### src/hw/rtl/tccs_pkg.sv
`timescale 1ns / 1ps
// ----------------------------------------------------------------------------
// tccs_pkg: shared types and constants of the text console
// Field widths, function and character codes, config register indexes and
// the microcode control word format.
// ----------------------------------------------------------------------------
package tccs_pkg;

    // Word field widths
    localparam int FUNC_W     = 2;
    localparam int CHAR_W     = 8;
    localparam int RROW_W     = 6;
    localparam int RCOL_W     = 7;
    localparam int CUR_ROW_W  = 6;
    localparam int CUR_COL_W  = 7;

    // Config port
    localparam int CFG_DATA_W = 8;
    localparam int CFG_ROWS_W = 7;
    localparam int CFG_IDX_W  = 1;
    localparam logic [CFG_IDX_W-1:0] CFG_COLUMNS = 1'd0;
    localparam logic [CFG_IDX_W-1:0] CFG_ROWS    = 1'd1;
    localparam int COLS_RESET = 80;
    localparam int ROWS_RESET = 25;

    // Function codes
    localparam logic [FUNC_W-1:0] FUNC_PUT    = 2'd0;
    localparam logic [FUNC_W-1:0] FUNC_TOGGLE = 2'd1;
    localparam logic [FUNC_W-1:0] FUNC_HOME   = 2'd2;
    localparam logic [FUNC_W-1:0] FUNC_READ   = 2'd3;

    // Character codes
    localparam logic [CHAR_W-1:0] CH_BACKSPACE = 8'd8;
    localparam logic [CHAR_W-1:0] CH_NEWLINE   = 8'd10;
    localparam logic [CHAR_W-1:0] CH_SPACE     = 8'd32;

    // Datapath operation of one microcode step
    typedef enum logic [3:0] {
        OP_NOP,
        OP_CLEAR,
        OP_IDLE,
        OP_NORM,
        OP_TOGGLE,
        OP_HOME,
        OP_BACK,
        OP_READ,
        OP_RDDATA,
        OP_PUT,
        OP_NEWLINE,
        OP_FILL,
        OP_EMIT
    } t_op;

    // Jump condition of one microcode step
    typedef enum logic [3:0] {
        COND_NEVER,
        COND_ALWAYS,
        COND_ACCEPT,
        COND_TOP_OK,
        COND_DISPATCH,
        COND_NO_WRAP,
        COND_NO_SCROLL,
        COND_FILL_DONE,
        COND_CLEAR_DONE,
        COND_OUT_FREE
    } t_cond;

    // Microcode addresses
    typedef logic [3:0] t_step;
    localparam t_step S_CLEAR    = 4'd0;
    localparam t_step S_IDLE     = 4'd1;
    localparam t_step S_NORM     = 4'd2;
    localparam t_step S_DISPATCH = 4'd3;
    localparam t_step S_TOGGLE   = 4'd4;
    localparam t_step S_HOME     = 4'd5;
    localparam t_step S_BACK     = 4'd6;
    localparam t_step S_READ     = 4'd7;
    localparam t_step S_RDDATA   = 4'd8;
    localparam t_step S_PUT      = 4'd9;
    localparam t_step S_NEWLINE  = 4'd10;
    localparam t_step S_FILL     = 4'd11;
    localparam t_step S_EMIT     = 4'd12;

    // Control word: jump to target when cond holds, else stay (hold) or step on
    typedef struct packed {
        t_op   op;
        t_cond cond;
        logic  hold;
        t_step target;
    } t_ctrl;

    // Datapath status seen by the sequencer
    typedef struct packed {
        logic              accept;
        logic              top_ok;
        logic              no_wrap;
        logic              no_scroll;
        logic              fill_done;
        logic              clear_done;
        logic              out_free;
        logic [FUNC_W-1:0] func;
        logic              is_newline;
        logic              is_backspace;
    } t_status;

    // Result word register
    typedef struct packed {
        logic [CUR_ROW_W-1:0] cursor_row;
        logic [CUR_COL_W-1:0] cursor_col;
        logic                 cursor_inverted;
        logic [CHAR_W-1:0]    cell_char;
        logic                 scrolled;
    } t_result;

endpackage

### src/hw/rtl/tccs_seq.sv
`timescale 1ns / 1ps
// ----------------------------------------------------------------------------
// tccs_seq: microcode sequencer of the text console
// Step counter, control store and next-address logic with a dispatch map.
// ----------------------------------------------------------------------------
module tccs_seq import tccs_pkg::*; (
    input  logic    i_clk,
    input  logic    i_rst_n,
    input  t_status i_status,
    output t_ctrl   o_ctrl
);

    t_step r_pc;
    t_step n_pc;
    t_step map_target;
    t_ctrl ctrl;
    logic  cond_true;

    // Control store
    always_comb begin
        case (r_pc)
            S_CLEAR:    ctrl = '{OP_CLEAR,   COND_CLEAR_DONE, 1'b1, S_IDLE};
            S_IDLE:     ctrl = '{OP_IDLE,    COND_ACCEPT,     1'b1, S_NORM};
            S_NORM:     ctrl = '{OP_NORM,    COND_TOP_OK,     1'b1, S_DISPATCH};
            S_DISPATCH: ctrl = '{OP_NOP,     COND_DISPATCH,   1'b0, S_IDLE};
            S_TOGGLE:   ctrl = '{OP_TOGGLE,  COND_ALWAYS,     1'b0, S_EMIT};
            S_HOME:     ctrl = '{OP_HOME,    COND_ALWAYS,     1'b0, S_EMIT};
            S_BACK:     ctrl = '{OP_BACK,    COND_ALWAYS,     1'b0, S_EMIT};
            S_READ:     ctrl = '{OP_READ,    COND_NEVER,      1'b0, S_IDLE};
            S_RDDATA:   ctrl = '{OP_RDDATA,  COND_ALWAYS,     1'b0, S_EMIT};
            S_PUT:      ctrl = '{OP_PUT,     COND_NO_WRAP,    1'b0, S_EMIT};
            S_NEWLINE:  ctrl = '{OP_NEWLINE, COND_NO_SCROLL,  1'b0, S_EMIT};
            S_FILL:     ctrl = '{OP_FILL,    COND_FILL_DONE,  1'b1, S_EMIT};
            S_EMIT:     ctrl = '{OP_EMIT,    COND_OUT_FREE,   1'b1, S_IDLE};
            default:    ctrl = '{OP_NOP,     COND_ALWAYS,     1'b0, S_IDLE};
        endcase
    end

    // Dispatch map: entry step of each command
    always_comb begin
        case (i_status.func)
            FUNC_TOGGLE: map_target = S_TOGGLE;
            FUNC_HOME:   map_target = S_HOME;
            FUNC_READ:   map_target = S_READ;
            FUNC_PUT: begin
                if (i_status.is_newline) begin
                    map_target = S_NEWLINE;
                end else if (i_status.is_backspace) begin
                    map_target = S_BACK;
                end else begin
                    map_target = S_PUT;
                end
            end
            default:     map_target = S_PUT;
        endcase
    end

    // Evaluate the jump condition
    always_comb begin
        case (ctrl.cond)
            COND_NEVER:      cond_true = 1'b0;
            COND_ALWAYS:     cond_true = 1'b1;
            COND_ACCEPT:     cond_true = i_status.accept;
            COND_TOP_OK:     cond_true = i_status.top_ok;
            COND_DISPATCH:   cond_true = 1'b1;
            COND_NO_WRAP:    cond_true = i_status.no_wrap;
            COND_NO_SCROLL:  cond_true = i_status.no_scroll;
            COND_FILL_DONE:  cond_true = i_status.fill_done;
            COND_CLEAR_DONE: cond_true = i_status.clear_done;
            COND_OUT_FREE:   cond_true = i_status.out_free;
            default:         cond_true = 1'b0;
        endcase
    end

    // Next address: dispatch, jump, hold or step on
    always_comb begin
        if (ctrl.cond == COND_DISPATCH) begin
            n_pc = map_target;
        end else if (cond_true) begin
            n_pc = ctrl.target;
        end else if (ctrl.hold) begin
            n_pc = r_pc;
        end else begin
            n_pc = r_pc + t_step'(1);
        end
    end

    always_ff @(posedge i_clk) begin
        if (!i_rst_n) begin
            r_pc <= S_CLEAR;
        end else begin
            r_pc <= n_pc;
        end
    end

    assign o_ctrl = ctrl;

endmodule

### config.mk
export PLATFORM = sky130hd
export DESIGN_NAME = tccs_seq
export DESIGN_NICKNAME = d
export VERILOG_FILES = /design/src/hw/rtl/tccs_pkg.sv /design/src/hw/rtl/tccs_seq.sv
export SDC_FILE = /design/constraint.sdc
export NUM_CORES = 1
export LEC_CHECK = 0
export BUFFER_PORTS_ARGS = -buffer_cell sky130_fd_sc_hd__buf_2
export CORE_UTILIZATION = 46
export DETAILED_ROUTE_END_ITERATION = 10
export PLACE_DENSITY_LB_ADDON = 0.05
export SYNTH_ARGS = -nofsm -noshare
export SYNTH_HDL_FRONTEND = slang
export SYNTH_SLANG_ARGS = --single-unit
### constraint.sdc
create_clock -name i_clk -period 2.45 [get_ports i_clk]
set_clock_uncertainty 0.15 [all_clocks]
set_input_delay 0.49 -clock i_clk [delete_from_list [all_inputs] [get_ports i_clk]]
set_output_delay 0.49 -clock i_clk [all_outputs]
set_load 0.02 [all_outputs]
# After elaboration in Yosys (flattened, before gate mapping)
# Memories as Yosys holds them, arrays and structs flattened. A register that Yosys moved wholly into a read port is not among the register bits.
# Cells that the tools add are included.
[word_totals]
register_bits = 4
rom_bits = 208
input_bits = 13
out_inout_bits = 13
elab_cells = 27
mem_count = 1
[memory_table]
columns = ["memory", "depth", "width", "rd", "rd_clocked_by_memory_dff", "write_ports", "line_no", "text"]
rows = [
  ["(no name shown)", 16, 13, 1, 1, 0, "tccs_seq.sv:21", "case (r_pc)"],
]
[op_classes]
addsub = 1
eq_ne = 13
mux = 9
n_reduce_logical = 2
[op_table]
columns = ["operator", "n"]
rows = [
  ["4-bit two-way mux", 7],
  ["4-bit by 3-bit == test with 1-bit output (second input constant)", 4],
  ["4-bit case mux with 4 select lines", 1],
  ["4-bit by 2-bit == test with 1-bit output (second input constant)", 2],
  ["4-bit == test (second input constant)", 2],
  ["1-bit case mux with 8 select lines", 1],
  ["4-bit by 1-bit adder with 4-bit output (second input constant)", 1],
  ["2-bit == test (second input constant)", 2],
  ["4-bit by 1-bit == test with 1-bit output (second input constant)", 1],
  ["3-bit by 1-bit inequality test with 1-bit output (second input constant)", 1],
  ["2-bit by 1-bit == test with 1-bit output (second input constant)", 1],
  ["2-bit logical NOT", 1],
  ["2-bit OR reduction", 1],
]

# Longest topological paths before layout
[depth]
ltp_word = 7
mapped_depth = 10
mapped_depth_nobuf = 10

# Least setup slack after synthesis
# No wires, ideal clock.
[synth_timing]
path_type = "register to register"
start = "reg o_ctrl[5] (netlist name)"
end = "reg o_ctrl[9] (netlist name)"
setup_ns = 0.121
arrival_time_ns = 2.287
t_required_ns = 2.179
setup_slack_ns = -0.108
path_stages_with_launch = 9
path_buffers = 1
period_less_slack_ns = 2.558
path_cell_list = "dfxtp_1 mux2_1 a32oi_1 a21oi_1 a221o_2 buf_6 clkinv_4 ha_1 mux2_2"
[synth_between]
elab_chain_cells = 7
elab_cells_between_ends = 16
cone_classes = "eq/ne: 10; mux: 5; reduce/logical: 1"
[synth_lines]
columns = ["item", "line_no", "text"]
rows = [
  ["4-bit by 3-bit == test with 1-bit output or 4-bit by 1-bit == test with 1-bit output (tied branches)", "tccs_seq.sv:60, tccs_seq.sv:77", ""],
  ["2-bit OR reduction (no line)", "n/a", ""],
  ["1-bit case mux with 8 select lines", "tccs_seq.sv:60", "case (ctrl.cond)"],
  ["4-bit two-way mux", "tccs_seq.sv:79", "end else if (cond_true) begin"],
  ["4-bit two-way mux", "tccs_seq.sv:77", "if (ctrl.cond == COND_DISPATCH) begin"],
  ["4-bit two-way mux (no line) * (2 in series)", "n/a", ""],
]
# Every way passes the cells marked *; elsewhere a longest branch is shown, timed or not.
# A chain may end at the register's enable or synchronous reset.

# Worst setup path after layout
[layout_timing]
start = "reg o_ctrl[7] (netlist name)"
end = "reg o_ctrl[9] (netlist name)"
[layout_between]
elab_chain_cells = 7
elab_cells_between_ends = 16
cone_classes = "eq/ne: 10; mux: 5; reduce/logical: 1"
[layout_lines]
columns = ["item", "line_no"]
rows = [
  ["4-bit by 3-bit == test with 1-bit output or 4-bit by 1-bit == test with 1-bit output (tied branches)", "tccs_seq.sv:60, tccs_seq.sv:77"],
  ["2-bit OR reduction (no line)", "n/a"],
  ["1-bit case mux with 8 select lines", "tccs_seq.sv:60"],
  ["4-bit two-way mux", "tccs_seq.sv:79"],
  ["4-bit two-way mux", "tccs_seq.sv:77"],
  ["4-bit two-way mux (no line) * (2 in series)", "n/a"],
]
# Marked as above.

==> impl_metrics.tcl <==
set metrics [dict create \
    status "finished, final reports clean" \
    synth_largest_area_cell "dfxtp_1" \
    via_count 969 \
    cts.root.buffer_cell "clkbuf_4" \
    die-area_um2 2440 \
    finalCritPeriodShare_pct 97.6 \
    drv_slew 0 \
    drt_iter0_drc 18 \
    path_max_fanout 7 \
    slew_headroom_pct 79.1 \
    final_util_pct 64.9 \
    grt_overflow 0 \
    cp.required_ps 2470 \
    wire_per_inst_um 12.2 \
    rsz0062_at_grt "yes" \
    hold_viol 0 \
    core_area_um2 2040 \
    drc 0 \
    cts_tree "built" \
    clockBufferDepth 2 \
    synthCells 115 \
    synth_edf_count 0 \
    first_pass_iters 4 \
    drt_wl_total_mm 2.20 \
    async_flop_share_pct 0 \
    antenna_found_initial 0 \
    clock_sinks 16 \
    place_area_um2 1260 \
    grt_pass1_wl_mm 3.75 \
    fin_nets 173 \
    viasPerCell 5.38 \
    dieWidth_um 49.4 \
    syn_to_final_growth_pct 28.1 \
    setup_violations 0 \
    hold_ws_ps 470 \
    hpwl_mm 1.75 \
    ant_nets 0 \
    drv_cap 0 \
    cts_inserted_buffers 3 \
    power.density_nw_per_um2 1040 \
    worstPathArrival_ps 2410 \
    p_leak_nw 0.610 \
    syn_nets 133 \
    htree_num_levels 1 \
    ios 26 \
    final_area_um2 1330 \
    grt_pass1_vias 926 \
    ctsHoldBuffers 0 \
    n_antenna_cell 0 \
    chipHeight_um 49.4 \
    holdCritPathClass "input port to flop" \
    peakVddDrop_uv 772 \
    tns_ps 0 \
    worstSetupPathType "flop to flop" \
    port_buffers 25 \
    drive_gt1_share_pct 42.5 \
    tightest_slew_ps 310 \
    fmax_ghz 0.418 \
    rows 16 \
    synth_area_leaders "dfxtp_1 (31%), ha_1 (6.0%), nor2_1 (5.1%), mux2_2 (4.4%), inv_1 (3.3%)" \
    yosysWarnings 0 \
    end_kind "flop" \
    startpoint_type "flop" \
    period_needed_ps 2390 \
    syn_avg_cell_area_um2 9.00 \
    gp_congestion 0.953 \
    ys_ff_latch 16 \
    start_util_pct 50.7 \
    clkLatencyLatePin_ps 270 \
    seq_area_frac_synth_pct 31.0 \
    ys_types 47 \
    globalRouteTotalUtil_pct 19.8 \
    synthFlopType "dfxtp_1" \
    synthesis.area_um2 1030 \
    grt_max_degree 11 \
    clkSlewWorstSetupHoldPaths_ps 80 \
    yosys.area.top_type_share_pct 31.0 \
]
[cell usage after synthesis, types with 2 or more instances]
master,n
a21boi_0,2
a21oi_1,6
a32oi_1,2
and2_1,2
buf_6,3
dfxtp_1,16
ha_1,5
inv_1,9
mux2_2,4
mux2i_1,3
nand2_1,4
nand3_1,2
nand3b_1,2
nor2_1,14
nor2b_1,3
o21ai_0,2
o32a_1,2
or2_2,2
xnor2_1,3
xor2_1,2
[cells by family (layout without fill, tap and decap cells)]
logic type / count (synthesis) / in the layout / share of synthesized area (%)
AO/OA/AOI/OAI: 23 / 23 / 16.8
multiplexers: 8 / 8 / 8.34
flip-flops: 16 / 16 / 31.0
buffers and inverters: 15 / 53 / 9.55
adder cells (fa/ha/maj): 5 / 5 / 6.05
XOR/XNOR: 5 / 5 / 4.23
AND/OR/NAND/NOR: 43 / 43 / 24.1
[power by group]
group / switching, W / internal [W] / total, W / leakage (nW)
clock: 0.0000680 / 0.0000568 / 0.000125 / 0.0138
sequential: 0.0000557 / 0.000347 / 0.000402 / 0.133
combinational: 0.000457 / 0.000394 / 0.000852 / 0.463
total: 0.000581 / 0.000798 / 0.00138 / 0.610
[routing by layer]
layer / track usage, % / up-vias / wire length [um]
met5: 0 / - / 0
met1: 22.7 / 449 / 987
met4: 8.57 / 0 / 0
met2: 36.3 / 30 / 1120
li1: - / 490 / -
met3: 2.18 / 0 / 97
[worst max-delay path, cell delays in order (launching register included)]
cell     delay, ps
dfxtp_2        320
buf_4          150
or2_2          280
a32oi_1        200
buf_4          160
and4_2         210
nor2_1          40
nand3_1        130
inv_1          120
ha_1           300
mux2_2         250
[layout make-up]
type                    instances  area [um^2]
clock buffers                   3         22.5
fillers                       190          717
inverters                      10         42.5
multi-input cells              84          651
flip-flops and latches         16          325
well taps                      27         33.8
repair buffers                 40          250
[cells in the final DEF (no fill, tap or decap), types with 4 or more instances in the layout]
master   instances
a21oi_1          6
buf_2           25
buf_4           14
dfxtp_1         14
ha_1             4
inv_1            7
mux2_2           4
nand2_1          4
nor2_1          14
[registers in the layout (all words and copies together), names as in the netlist]
signal / count
o_ctrl: 12
r_pc: 4
[path summary, 6_finish.rpt]
path / start / end / slack, ps / cells past startpoint
worst max register to register: o_ctrl[7] / o_ctrl[9] / 60 / 10
worst min register to register: o_ctrl[1] / r_pc[1] / 660 / 3
worst max-delay path: o_ctrl[7] / o_ctrl[9] / 60 / 10
worst min-delay path: i_rst_n / o_ctrl[5] / 470 / 3
[repair_timing]
item	in CTS	in global routing
setup buffers	0	1
setup endpoints to repair	0	10
resized for setup	0	8
[stage by stage]
| stage | setup WS (ps) | std cells | power, W |
|---|---|---|---|
| finish | 59.7 | 180 | 0.00138 |
| global route | -22.5 | 180 | 0.00150 |
| CTS | 5.35 | 179 | 0.00134 |
| detailed placement | -99.2 | 176 | 0.00121 |
| global placement | -61.9 | 176 | 0.00119 |
| floorplan | 3.55 | 115 | 0.000940 |
(Power assumes the default switching activity.)
